--- config.mk ---
export PLATFORM = sky130hd
export DESIGN_NAME = rotating_command_slot_allocator
export DESIGN_NICKNAME = d
export VERILOG_FILES = /design/src/hdl/rcsa_pkg.sv /design/src/hdl/rotating_command_slot_allocator.sv /design/src/hdl/rcsa_ctrl.sv /design/src/hdl/rcsa_dp.sv
export SDC_FILE = /design/constraint.sdc
export NUM_CORES = 1
export LEC_CHECK = 0
export BUFFER_PORTS_ARGS = -buffer_cell sky130_fd_sc_hd__buf_2
export CAP_MARGIN = 20
export CELL_PAD_IN_SITES_DETAIL_PLACEMENT = 2
export CELL_PAD_IN_SITES_GLOBAL_PLACEMENT = 2
export CORE_ASPECT_RATIO = 1.4
export CORE_MARGIN = 8
export CORE_UTILIZATION = 30
export CTS_CLUSTER_SIZE = 8
export DETAILED_ROUTE_END_ITERATION = 6
export PLACE_DENSITY = 0.8
export SYNTH_ARGS = -nofsm -noshare
export SYNTH_HDL_FRONTEND = slang
export SYNTH_SLANG_ARGS = --single-unit
--- constraint.sdc ---
create_clock -name clk -period 4.4 [get_ports clk]
set_input_delay 0.88 -clock clk [delete_from_list [all_inputs] [get_ports clk]]
set_output_delay 0.88 -clock clk [all_outputs]
set_load 0.01 [all_outputs]
--- src/hdl/rcsa_pkg.sv ---
// ----------------------------------------------------------------------------
// rcsa_pkg
// Shared types, constants and helpers of the rotating command slot allocator.
// ----------------------------------------------------------------------------
package rcsa_pkg;

	localparam int MAX_SLOTS = 64;
	localparam int SLOT_W    = $clog2(MAX_SLOTS);
	localparam int CNT_W     = $clog2(MAX_SLOTS + 1);

	// scan tree: groups of eight slots, first level registered
	localparam int GRP_SZ   = 8;
	localparam int GRP_SZ_W = 3;
	localparam int GRP_N    = (MAX_SLOTS + GRP_SZ - 1) / GRP_SZ;
	localparam int GRP_IW   = (GRP_N > 1) ? $clog2(GRP_N) : 1;
	localparam int PAD_N    = GRP_N * GRP_SZ;
	localparam int PAD_W    = $clog2(PAD_N);

	localparam int CFG_CNT_W = 7;
	localparam int CFG_OFS_W = 16;
	localparam int REL_W     = 6;
	localparam int IDX_W     = 6;
	localparam int CID_W     = 16;

	// register map index (paddr[2])
	localparam logic REG_SLOTS  = 1'b0;
	localparam logic REG_OFFSET = 1'b1;

	// item kinds
	localparam logic KIND_ALLOC   = 1'b0;
	localparam logic KIND_RELEASE = 1'b1;

	// result status codes
	localparam logic [1:0] STAT_GRANTED  = 2'd0;
	localparam logic [1:0] STAT_NOFREE   = 2'd1;
	localparam logic [1:0] STAT_RELEASED = 2'd2;

	typedef struct packed {
		logic             kind;
		logic [REL_W-1:0] release_index;
	} item_t;

	typedef struct packed {
		logic [1:0]       status;
		logic [IDX_W-1:0] slot_index;
		logic [CID_W-1:0] command_id;
	} result_t;

	// controller -> datapath
	typedef struct packed {
		logic load;    // latch item, slot count and start pointer
		logic grp;     // evaluate per-group free search
		logic pick;    // select slot, update marks and pointer, emit result
		logic rel;     // clear mark, emit release result
	} cmd_t;

	// lowest set bit of an 8-bit vector
	function automatic logic [GRP_SZ_W-1:0] first_set8(input logic [GRP_SZ-1:0] v);
		logic [GRP_SZ_W-1:0] r;
		r = '0;
		for (int b = GRP_SZ - 1; b >= 0; b--) begin
			if (v[b]) begin
				r = GRP_SZ_W'(b);
			end
		end
		return r;
	endfunction

endpackage

--- src/hdl/rotating_command_slot_allocator.sv ---
// ----------------------------------------------------------------------------
// rotating_command_slot_allocator
// Round-robin command slot allocator with APB configuration registers.
// ----------------------------------------------------------------------------
//
// Channel   Handshake                 Payload
// --------  ------------------------  ---------------------------------------
// command   start & !busy             item   (kind, release_index)
// result    done (one-cycle strobe)   result (status, slot_index, command_id)
// config    psel & penable & pwrite   pwdata -> reg paddr[2] (0 count, 1 ofs)
//
// Allocate steps: latch, per-group search over eight-slot groups, then group
// select and mark update; release steps: latch, then mark clear.
// A new transaction is accepted in the cycle the done strobe is shown; no new
// command is taken while busy, so one transaction finishes before the next.
// Reset: all slots free, pointer at slot 0, slot count 64, offset 0.
// The receiver cannot stall; results are never held back.
// ----------------------------------------------------------------------------
module rotating_command_slot_allocator import rcsa_pkg::*; (
	input  logic        clk,
	input  logic        arst_n,
	// command transaction
	input  logic        start,
	output logic        busy,
	input  item_t       item,
	// result transaction
	output logic        done,
	output result_t     result,
	// APB configuration
	input  logic        psel,
	input  logic        penable,
	input  logic        pwrite,
	input  logic [2:0]  paddr,
	input  logic [31:0] pwdata,
	output logic [31:0] prdata,
	output logic        pready
);

	logic [CFG_CNT_W-1:0] slots_cfg_q;
	logic [CFG_OFS_W-1:0] offset_cfg_q;
	logic                 cfg_wr;
	cmd_t                 cmd;

	assign pready = 1'b1;
	assign cfg_wr = psel && penable && pwrite && pready;

	always_ff @(posedge clk or negedge arst_n) begin
		if (!arst_n) begin
			slots_cfg_q  <= CFG_CNT_W'(64);
			offset_cfg_q <= '0;
		end else if (cfg_wr) begin
			if (paddr[2] == REG_SLOTS) begin
				slots_cfg_q <= pwdata[CFG_CNT_W-1:0];
			end else begin
				offset_cfg_q <= pwdata[CFG_OFS_W-1:0];
			end
		end
	end

	// register readback
	always_comb begin
		if (paddr[2] == REG_OFFSET) begin
			prdata = 32'(offset_cfg_q);
		end else begin
			prdata = 32'(slots_cfg_q);
		end
	end

	rcsa_ctrl u_ctrl (
		.clk    (clk),
		.arst_n (arst_n),
		.start  (start),
		.kind   (item.kind),
		.busy   (busy),
		.cmd    (cmd)
	);

	rcsa_dp u_dp (
		.clk        (clk),
		.arst_n     (arst_n),
		.cmd        (cmd),
		.item       (item),
		.slots_cfg  (slots_cfg_q),
		.offset_cfg (offset_cfg_q),
		.result     (result),
		.done       (done)
	);

endmodule

--- src/hdl/rcsa_ctrl.sv ---
// ----------------------------------------------------------------------------
// rcsa_ctrl
// Sequencer: accepts a transaction and steps the datapath through it.
// ----------------------------------------------------------------------------
module rcsa_ctrl import rcsa_pkg::*; (
	input  logic clk,
	input  logic arst_n,
	input  logic start,
	input  logic kind,
	output logic busy,
	output cmd_t cmd
);

	localparam logic [1:0] ST_IDLE = 2'd0;
	localparam logic [1:0] ST_GRP  = 2'd1;
	localparam logic [1:0] ST_PICK = 2'd2;
	localparam logic [1:0] ST_REL  = 2'd3;

	logic [1:0] state_q;
	logic [1:0] state_d;

	assign busy = (state_q != ST_IDLE);

	always_comb begin
		state_d  = state_q;
		cmd      = '0;
		cmd.load = (state_q == ST_IDLE) && start;
		case (state_q)
			ST_IDLE: begin
				if (start) begin
					state_d = (kind == KIND_RELEASE) ? ST_REL : ST_GRP;
				end
			end
			ST_GRP: begin
				cmd.grp = 1'b1;
				state_d = ST_PICK;
			end
			ST_PICK: begin
				cmd.pick = 1'b1;
				state_d  = ST_IDLE;
			end
			ST_REL: begin
				cmd.rel = 1'b1;
				state_d = ST_IDLE;
			end
			default: begin
				state_d = ST_IDLE;
			end
		endcase
	end

	always_ff @(posedge clk or negedge arst_n) begin
		if (!arst_n) begin
			state_q <= ST_IDLE;
		end else begin
			state_q <= state_d;
		end
	end

endmodule

--- src/hdl/rcsa_dp.sv ---
// ----------------------------------------------------------------------------
// rcsa_dp
// Datapath: busy marks, rotating pointer, two-level free-slot search, result.
// ----------------------------------------------------------------------------
module rcsa_dp import rcsa_pkg::*; (
	input  logic                 clk,
	input  logic                 arst_n,
	input  cmd_t                 cmd,
	input  item_t                item,
	input  logic [CFG_CNT_W-1:0] slots_cfg,
	input  logic [CFG_OFS_W-1:0] offset_cfg,
	output result_t              result,
	output logic                 done
);

	logic [MAX_SLOTS-1:0] busy_q;
	logic [SLOT_W-1:0]    scan_start_q;

	// latched transaction
	logic [REL_W-1:0]  rel_q;
	logic [CNT_W-1:0]  n_q;
	logic [SLOT_W-1:0] p_q;

	// group search results
	logic [GRP_N-1:0]    hi_any_s1;
	logic [GRP_N-1:0]    lo_any_s1;
	logic [GRP_SZ_W-1:0] hi_first_s1 [GRP_N];
	logic [GRP_SZ_W-1:0] lo_first_s1 [GRP_N];

	result_t result_q;
	logic    done_q;

	assign result = result_q;
	assign done   = done_q;

	// effective slot count, saturated
	logic [CNT_W-1:0]  n_eff;
	logic [SLOT_W-1:0] p_eff;

	always_comb begin
		if (32'(slots_cfg) > 32'(MAX_SLOTS)) begin
			n_eff = CNT_W'(MAX_SLOTS);
		end else begin
			n_eff = CNT_W'(slots_cfg);
		end
		// pointer past a lowered count restarts at slot 0
		p_eff = (32'(scan_start_q) >= 32'(n_eff)) ? '0 : scan_start_q;
	end

	// first level: free slots at/after pointer (hi) and before it (lo)
	logic [PAD_N-1:0]    free_pad;
	logic [PAD_N-1:0]    hi_vec;
	logic [PAD_N-1:0]    lo_vec;
	logic [GRP_N-1:0]    hi_any;
	logic [GRP_N-1:0]    lo_any;
	logic [GRP_SZ_W-1:0] hi_first [GRP_N];
	logic [GRP_SZ_W-1:0] lo_first [GRP_N];

	always_comb begin
		free_pad = '0;
		free_pad[MAX_SLOTS-1:0] = ~busy_q;
		for (int i = 0; i < PAD_N; i++) begin
			hi_vec[i] = free_pad[i] && (32'(i) >= 32'(p_q)) && (32'(i) < 32'(n_q));
			lo_vec[i] = free_pad[i] && (32'(i) < 32'(p_q));
		end
		for (int g = 0; g < GRP_N; g++) begin
			hi_any[g]   = |hi_vec[g*GRP_SZ +: GRP_SZ];
			lo_any[g]   = |lo_vec[g*GRP_SZ +: GRP_SZ];
			hi_first[g] = first_set8(hi_vec[g*GRP_SZ +: GRP_SZ]);
			lo_first[g] = first_set8(lo_vec[g*GRP_SZ +: GRP_SZ]);
		end
	end

	// second level: first group with a hit, hi side before lo side
	logic [GRP_IW-1:0] hi_grp;
	logic [GRP_IW-1:0] lo_grp;
	logic              found_hi;
	logic              found;
	logic [PAD_W-1:0]  slot;
	logic [31:0]       slot_nxt;
	logic [SLOT_W-1:0] ptr_nxt;

	always_comb begin
		hi_grp = '0;
		lo_grp = '0;
		for (int g = GRP_N - 1; g >= 0; g--) begin
			if (hi_any_s1[g]) begin
				hi_grp = GRP_IW'(g);
			end
			if (lo_any_s1[g]) begin
				lo_grp = GRP_IW'(g);
			end
		end
		found_hi = |hi_any_s1;
		found    = found_hi || (|lo_any_s1);
		if (found_hi) begin
			slot = PAD_W'(32'(hi_grp) * GRP_SZ + 32'(hi_first_s1[hi_grp]));
		end else begin
			slot = PAD_W'(32'(lo_grp) * GRP_SZ + 32'(lo_first_s1[lo_grp]));
		end
		slot_nxt = 32'(slot) + 32'd1;
		ptr_nxt  = (slot_nxt >= 32'(n_q)) ? '0 : SLOT_W'(slot_nxt);
	end

	always_ff @(posedge clk or negedge arst_n) begin
		if (!arst_n) begin
			busy_q       <= '0;
			scan_start_q <= '0;
			done_q       <= 1'b0;
		end else begin
			done_q <= cmd.pick || cmd.rel;
			if (cmd.rel) begin
				for (int i = 0; i < MAX_SLOTS; i++) begin
					if (32'(rel_q) == 32'(i)) begin
						busy_q[i] <= 1'b0;
					end
				end
			end
			if (cmd.pick) begin
				if (found) begin
					scan_start_q <= ptr_nxt;
					for (int i = 0; i < MAX_SLOTS; i++) begin
						if (32'(slot) == 32'(i)) begin
							busy_q[i] <= 1'b1;
						end
					end
				end else if (n_q != '0) begin
					// full turn: pointer back at its start
					scan_start_q <= p_q;
				end
			end
		end
	end

	always_ff @(posedge clk) begin
		if (cmd.load) begin
			rel_q <= item.release_index;
			n_q   <= n_eff;
			p_q   <= p_eff;
		end
		if (cmd.grp) begin
			hi_any_s1 <= hi_any;
			lo_any_s1 <= lo_any;
			for (int g = 0; g < GRP_N; g++) begin
				hi_first_s1[g] <= hi_first[g];
				lo_first_s1[g] <= lo_first[g];
			end
		end
		if (cmd.rel) begin
			result_q <= '{status: STAT_RELEASED, slot_index: '0, command_id: '0};
		end else if (cmd.pick) begin
			if (found) begin
				result_q.status     <= STAT_GRANTED;
				result_q.slot_index <= IDX_W'(slot);
				result_q.command_id <= offset_cfg + CID_W'(slot);
			end else begin
				result_q <= '{status: STAT_NOFREE, slot_index: '0, command_id: '0};
			end
		end
	end

endmodule

==> flow_summary.yaml, run 1 <==
global_route:
  grt_max_degree: 61
  grt_overflow: 0
  track_usage: 0.219
  antenna_found_initial: 0
  grt_pass1_vias: 12300
  grt_pass1_wl_um: 75700
logic_synthesis:
  ys.flop_type: "dfrtp_1"
  synth_cells: 1314
  synth-async-reset-ratio: 0.473
  synth_area_mm2: 0.0117
  ys_ff_latch: 203
  post_synth_num_cell_types: 76
  syn_avg_cell_area_um2: 8.93
  synth-seq-area-share: 0.458
  synth_edf_count: 83
  synth_warnings: 0
clock_network:
  clock_path_buffers: 3
  cts_root_buf: "clkbuf_16"
  htree_levels: 1
  cts_tree: "done"
  clk_latency_ns: 0.56
  numCtsBuffers: 29
  clock-sinks: 203
  cts.reportedPaths.clkPinSlew_ns: 0.06
worst_setup_path:
  critical_path.top_delay_family: "compound AO/OA/AOI/OAI gates"
  slowest_delay_ns: 0.52
  r2r_cells: 17
  slowest_stage: "o211ai_1"
  end_kind: "flop"
  regToRegEndpoint: "u_dp.scan_start_q[3]$_DFFE_PN0P_"
  crit_required_ns: 4.87
  r2r-start: "u_dp.lo_any_s1[6]$_DFFE_PP_"
  crit_path_start: "u_dp.lo_any_s1[6]$_DFFE_PP_"
  worstPathCellList: "nand2b_4 > a2111o_1 > o21ai_4 > mux2i_1 > a2bb2oi_1 > o211ai_1 > inv_2 > ha_4 > and3_1 > xnor2_1 > ha_1 > nor2b_1 > o211a_1 > a2111oi_4 > buf_4 > o21ai_0 > a21oi_1"
  worstSetupStartpointType: "flop"
  r2r_slack_ns: -0.25
  cp.arrival_ns: 5.12
  worstSetupPathType: "reg2reg"
  cp_num_cells: 17
  worstPathMaxFanout: 7
  path_buf_inv: 2
  crit_end: "u_dp.scan_start_q[3]$_DFFE_PN0P_"
sta:
  max_slew.worst_pin.slew_ns: 1.11
  fin_worst_skew_ns: 0.0234
  setup_ws_ns: -0.249
  period_share: 1.06
  maxSlewViolCount: 0
  period_needed_ns: 4.65
  setup_viol: 6
  clock.fmax_mhz: 215
  hold_viol: 0
  relSlewSlack: 0.242
floorplan:
  dieArea_mm2: 0.0458
  fp-row-count: 85
  die_h_um: 250
  fp.dieW_um: 183
  core_area_mm2: 0.0385
  io_pins: 107
  initial_utilization: 0.305
layout:
  nNetsFinal: 1503
  multiInputGateArea_mm2: 0.00616
  seqCellArea_mm2: 0.00538
  final_cells: 1975
  syn_to_final_growth_pct: 19.6
  drive_gt1_frac: 0.177
  antenna_cells: 0
  fillCellCount: 4352
  post-route-util: 0.364
detailed_routing:
  ant_nets: 0
  drt_iter0_markers: 542
  vias_per_cell: 5.60
  drt_pass1_iterations: 5
  vias: 11100
  drc_errors: 0
  wl_per_cell_um: 26.6
  wl_um: 52600
job:
  drv_cap: 0
outcome:
  status: "complete, but fails checks"
  violations: "setup timing"
pwr:
  power_leakage_nw: 5.51
  vdd_drop_max_mv: 0.310
  powerDensity_mw_per_mm2: 559
hold_path:
  hp-class: "in2async"
placement:
  gp_congestion: 0.955
  io_buffers: 71
  place_hpwl_um: 40600
  place_inst: 1910
[state kept, by name, indices dropped and copies added, names as in the netlist, 7 cells and up]
name / cells
slots_cfg_q: 7
u_dp.busy_q: 64
u_dp.n_q: 7
u_dp.result: 24
u_dp.lo_first_s1: 24
u_dp.lo_any_s1: 8
offset_cfg_q: 16
u_dp.hi_any_s1: 8
u_dp.hi_first_s1: 24
[final cells by class]
cell class	count	share of cell area
Multi-Input combinational cell	1021	0.439
Sequential cell	203	0.383
Timing Repair Buffer	139	0.0617
Clock buffer	52	0.0579
Tap cell	522	0.0465
Inverter	37	0.00990
Clock inverter	1	0.00214
[kinds of logic after synthesis]
| logic type | synth area share |
|---|---|
| adders and majority gates | 0.0262 |
| xor gates and xnor gates | 0.0119 |
| AOI/OAI and AO/OA | 0.235 |
| other | 0.000640 |
| DFF | 0.458 |
| buffers and inverters | 0.0390 |
| muxes | 0.0376 |
| and+or+nand+nor | 0.191 |
[through the flow]
step	setup slack [ns]	instance area (um2)	TNS, ns	power, mW	hold WS (ns)
2_1_floorplan	0.129	11800	0	4.42	0.489
3_3_place_gp	0.0466	12900	0	5.43	0.441
3_5_place_dp	-0.216	12900	-1.12	5.61	0.447
4_1_cts	-0.0211	13800	-0.0312	7.77	0.419
5_1_grt	-0.336	14000	-1.65	8.24	0.459
6_report	-0.249	14000	-0.930	7.84	0.399
[power breakdown]
part           internal (mW)  total, mW  leakage (nW)  switching, mW
registers               2.46       2.94          2.19          0.484
clock network           1.28       2.11         0.399          0.829
logic                   1.03       2.79          2.92           1.76
total                   4.77       7.84          5.51           3.07
[placed cells by master, fill, tap and decap left out, drive strengths merged, types with 8 or more instances in the layout]
cell,Yosys,layout
mux2i,8,8
nand2,131,131
nor2,153,153
or2,12,12
mux2,32,32
a2111oi,11,11
xnor2,12,12
inv,37,37
o31ai,8,8
conb,2,17
nand3,22,22
nor4,12,12
nand4,12,12
nor3,26,26
nor2b,31,31
o22ai,10,10
dfxtp,24,24
clkbuf,48,52
a22o,17,17
a211oi,18,18
a21oi,96,96
and3,10,10
buf,20,139
edfxtp,83,83
a31oi,11,11
ha,23,23
dfrtp,95,95
and2,21,21
a21boi,10,10
o21ai,195,195
o21a,8,8
o2bb2ai,8,8
nand2b,16,16
[repair_timing]
item,CTS,global route
endpoints found under the setup margin,12,14
resized for setup,8,35
buffers inserted,1,10
pin swaps,1,8
hold buffers,0,0
[cells in the mapped netlist (8+ instances only)]
| library cell | count | share of area |
|---|---|---|
| nor2_1 | 153 | 0.049 |
| a2111oi_0 | 10 | 0.0075 |
| edfxtp_1 | 83 | 0.21 |
| nand2_1 | 131 | 0.042 |
| ha_1 | 23 | 0.025 |
| mux2i_1 | 8 | 0.0068 |
| o21ai_0 | 194 | 0.083 |
| nand2b_1 | 16 | 0.0085 |
| o22ai_1 | 10 | 0.0053 |
| a31oi_1 | 11 | 0.0059 |
| nor4_1 | 12 | 0.0064 |
| or2_2 | 12 | 0.0064 |
| o31ai_1 | 8 | 0.0051 |
| a21boi_0 | 9 | 0.0058 |
| dfxtp_1 | 24 | 0.041 |
| a211oi_1 | 17 | 0.011 |
| nor2b_1 | 31 | 0.017 |
| a21oi_1 | 96 | 0.041 |
| clkbuf_1 | 48 | 0.015 |
| inv_1 | 37 | 0.012 |
| nor3_1 | 26 | 0.011 |
| nand4_1 | 12 | 0.0064 |
| nand3_1 | 21 | 0.0090 |
| xnor2_1 | 12 | 0.0090 |
| o2bb2ai_1 | 8 | 0.0060 |
| buf_4 | 17 | 0.011 |
| and3_1 | 10 | 0.0053 |
| o21a_1 | 8 | 0.0051 |
| and2_1 | 19 | 0.010 |
| mux2_2 | 32 | 0.031 |
| a22o_1 | 17 | 0.013 |
| dfrtp_1 | 95 | 0.20 |
[how the worst min path moves through the flow]
stage                                       startpoint                            to  depth (start not counted)
after floorplan              u_dp.busy_q[63]$_DFF_PN0_     u_dp.busy_q[63]$_DFF_PN0_                          2
after global placement    u_dp.result[16]$_SDFFE_PP0P_  u_dp.result[16]$_SDFFE_PP0P_                          1
after detailed placement  u_dp.result[11]$_SDFFE_PP0P_  u_dp.result[11]$_SDFFE_PP0P_                          1
after CTS                                       arst_n   offset_cfg_q[1]$_DFFE_PN0P_                          1
after global routing                            arst_n   offset_cfg_q[1]$_DFFE_PN0P_                          1
final                                           arst_n   offset_cfg_q[1]$_DFFE_PN0P_                          1
[routing by layer]
metal / vias to the layer above / track usage / share of wire
met5: - / 0 / 0
met4: 0 / 0.177 / 0.084
met3: 174 / 0.0310 / 0.039
met2: 336 / 0.395 / 0.51
met1: 5540 / 0.221 / 0.36
li1: 5011 / - / -
Power figures use the tool's default switching activity.
==> run 2: changes to the inputs <==
- CORE_MARGIN: 8 -> default
- SYNTH_HIERARCHICAL: default -> 1
==> run 2 against run 1 <==
Net effect: maximum frequency up 3.8%; largest power group is now combinational cells; clock power decreased by 2%; cell count grew 1.8%; setup slack improved by 0.17 ns; routed wire length grew 4.0%; global-route usage increased by 4.7 points; total power grew 4.5%; sequential power is 2% higher; core utilization increased by 0.29 points; the run still ends with setup timing left; via count up 3.6%; non-clock buffer count rose by 22; largest cell class unchanged; die area fell by 11%.
==> flow_summary.yaml, run 2 <==
logic_synthesis:
  synth-seq-area-share: 0.448
  synth_area_leaders: "edfxtp_1 (21%), dfrtp_1 (20%), o21ai_0 (5.7%)"
  post_synth_num_cell_types: 87
  syn_avg_cell_area_um2: 9.09
  synth_top_area_frac: 0.208
  synth_area_mm2: 0.0120
  synth_cells: 1321
  ys.flop_type: "dfrtp_1"
  synth_edf_count: 83
  ys_top_cells_by_count: "nor2_1 (152), o21ai_0 (136), nand2_1 (120), dfrtp_1 (95), a21oi_1 (91)"
  synth-async-reset-ratio: 0.473
  synth_warnings: 6
  ys_ff_latch: 203
  synth_most_common_cell: "nor2_1"
  synth_top_cell_by_area: "edfxtp_1"
sta:
  hold_slack_ns: 0.467
  setup_viol: 3
  rsz0062_at_grt: "true"
  period_share: 1.02
  period_needed_ns: 4.48
  max_slew.worst_pin.slew_ns: 1.12
  fin_worst_skew_ns: 0.0304
  relSlewSlack: 0.248
  hold_viol: 0
  setup_ws_ns: -0.0777
  maxSlewViolCount: 0
  clock.fmax_mhz: 223
layout:
  final_cell_mix: "nor2_1 (147), o21ai_0 (136), nand2_1 (118)"
  final_cells: 2010
  final_common_cell: "nor2_1"
  drive_gt1_frac: 0.194
  nNetsFinal: 1532
  fin_area_mm2: 0.0145
  top_register: "u_dp/busy_q"
  syn_to_final_growth_pct: 20.5
  largest_reg_flops: 64
  fillCellCount: 4410
clock_network:
  clock_path_buffers: 3
  cts_tree: "done"
  cts.reportedPaths.clkPinSlew_ns: 0.06
  clock-sinks: 203
  postCtsHoldBufs: 0
  htree_levels: 1
  clk_latency_ns: 0.57
  cts_root_buf: "clkbuf_16"
  numCtsBuffers: 29
detailed_routing:
  drt_iter0_markers: 638
  drc_errors: 0
  wl_per_cell_um: 27.2
  vias_per_cell: 5.70
  ant_nets: 0
  wl_um: 54700
  vias: 11500
  drt_pass1_iterations: 5
pwr:
  power_switching_mw: 3.31
  clkPwrFrac: 0.252
  internal-power_mw: 4.88
  p_sw_frac: 0.404
  power_mw: 8.19
  vdd_drop_max_mv: 0.326
  power_leakage_nw: 5.84
  powerDensity_mw_per_mm2: 566
  p_seq_frac: 0.367
  p_comb_frac: 0.381
worst_setup_path:
  critical_path.top_delay_family: "compound AO/OA/AOI/OAI gates"
  worstPathCellList: "or4_1 > nand2_2 > a221o_1 > a21oi_2 > a2111oi_4 > buf_4 > buf_4 > inv_2 > a2111oi_4 > buf_4 > nand2_1 > xnor2_1 > ha_1 > a211o_1 > a31o_4 > a21o_1 > a2111o_1 > nand3_2"
  slowest_stage: "or4_1"
  cp.arrival_ns: 4.98
  crit_required_ns: 4.90
  end_kind: "flop"
  worstPathMaxFanout: 6
  worstSetupStartpointType: "flop"
  worstSetupPathType: "reg2reg"
  crit_path_start: "u_dp/hi_any_s1[4]$_DFFE_PP_"
  slowest_delay_ns: 0.62
  r2r-start: "u_dp/hi_any_s1[4]$_DFFE_PP_"
  crit_top_cell: "buf_4"
  path_buf_inv: 4
global_route:
  grt_pass1_wl_um: 79200
  grt_pass1_vias: 12600
  grt_max_degree: 76
  track_usage: 0.266
  grt_overflow: 0
  antenna_found_initial: 1
placement:
  place_inst: 1938
  placed_area_mm2: 0.0133
  gp_congestion: 0.956
  io_buffers: 71
  place_hpwl_um: 41700
floorplan:
  dieArea_mm2: 0.0409
  fp-row-count: 86
  fp.dieW_um: 171
  initial_utilization: 0.305
  die_h_um: 239
  io_pins: 107
  core_area_mm2: 0.0394
outcome:
  status: "complete, but fails checks"
  violations: "setup timing"
hold_path:
  worstHoldStart: "u_dp/result[21]$_SDFFE_PP0P_"
  hp-class: "reg2reg"
job:
  drv_cap: 0
-- run 2: what timing repair did --
| item | 4_1_cts | 5_1_grt |
|---|---|---|
| pin swaps | 6 | 22 |
| resized for setup | 23 | 18 |
| endpoints found under the setup margin | 13 | 15 |
| buffers inserted | 8 | 10 |
-- run 2: worst paths after layout --
| check | end | depth (start not counted) | slack [ns] |
|---|---|---|---|
| setup / recovery | u_dp/scan_start_q[3]$_DFFE_PN0P_ | 18 | -0.08 |
| hold / removal | u_dp/result[21]$_SDFFE_PP0P_ | 2 | 0.47 |
| min in group asynchronous | offset_cfg_q[13]$_DFFE_PN0P_ | 1 | 0.49 |
| hold reg to reg | u_dp/result[21]$_SDFFE_PP0P_ | 2 | 0.47 |
| max in group asynchronous | u_dp/busy_q[48]$_DFF_PN0_ | 2 | 2.96 |
| setup reg to reg | u_dp/scan_start_q[3]$_DFFE_PN0P_ | 18 | -0.08 |
-- run 2: final cells by class --
class | instances | area (um2) | area share
clock buffers | 50 | 805 | 0.0556
diodes | 1 | 2.50 | 0.000173
flip-flops and latches | 203 | 5380 | 0.372
clock inverters | 2 | 16.3 | 0.00112
inverters | 39 | 146 | 0.0101
well taps | 528 | 661 | 0.0457
multi-input cells | 1026 | 6410 | 0.443
repair buffers | 161 | 1050 | 0.0725
-- run 2: cell families after synthesis --
logic type	share of synthesized area
XOR/XNOR	0.0124
multiplexers	0.0421
AND/OR/NAND/NOR	0.196
other	0.000625
buffers and inverters	0.0408
adder cells (fa/ha/maj)	0.0256
AO/OA/AOI/OAI	0.234
flip-flops	0.448
-- run 2: tightest hold or removal path: stages, from the launching register on --
cell     delay (ns)
dfxtp_1        0.30
nand2_1        0.06
a21oi_1        0.06
-- run 2: per-stage QoR --
| stage | worst slack, ns | util | setup TNS [ns] |
|---|---|---|---|
| final | -0.0777 | 0.367 | -0.148 |
| after global routing | -0.196 | 0.367 | -1.04 |
| after CTS | -0.00696 | 0.363 | -0.0105 |
| after detailed placement | -0.235 | 0.337 | -1.52 |
| after global placement | -0.121 | 0.337 | -0.645 |
| after floorplan | 0.0963 | - | 0 |
-- run 2: power groups by stage --
stage | combinational [mW] | clock [mW] | sequential, mW
after CTS | 3.00 | 2.09 | 2.99
after detailed placement | 2.91 | 0 | 3.01
final | 3.12 | 2.06 | 3.01
after global placement | 2.77 | 0 | 2.98
after global routing | 3.38 | 2.16 | 3.05
after floorplan | 1.84 | 0 | 2.79
-- run 2: per-layer routing --
layer | wire length (um) | global-route usage | vias to the layer above
met5 | 0 | 0 | -
met4 | 5480 | 0.227 | 0
met3 | 2290 | 0.0325 | 223
met2 | 28300 | 0.488 | 384
met1 | 18600 | 0.262 | 5754
li1 | - | - | 5102
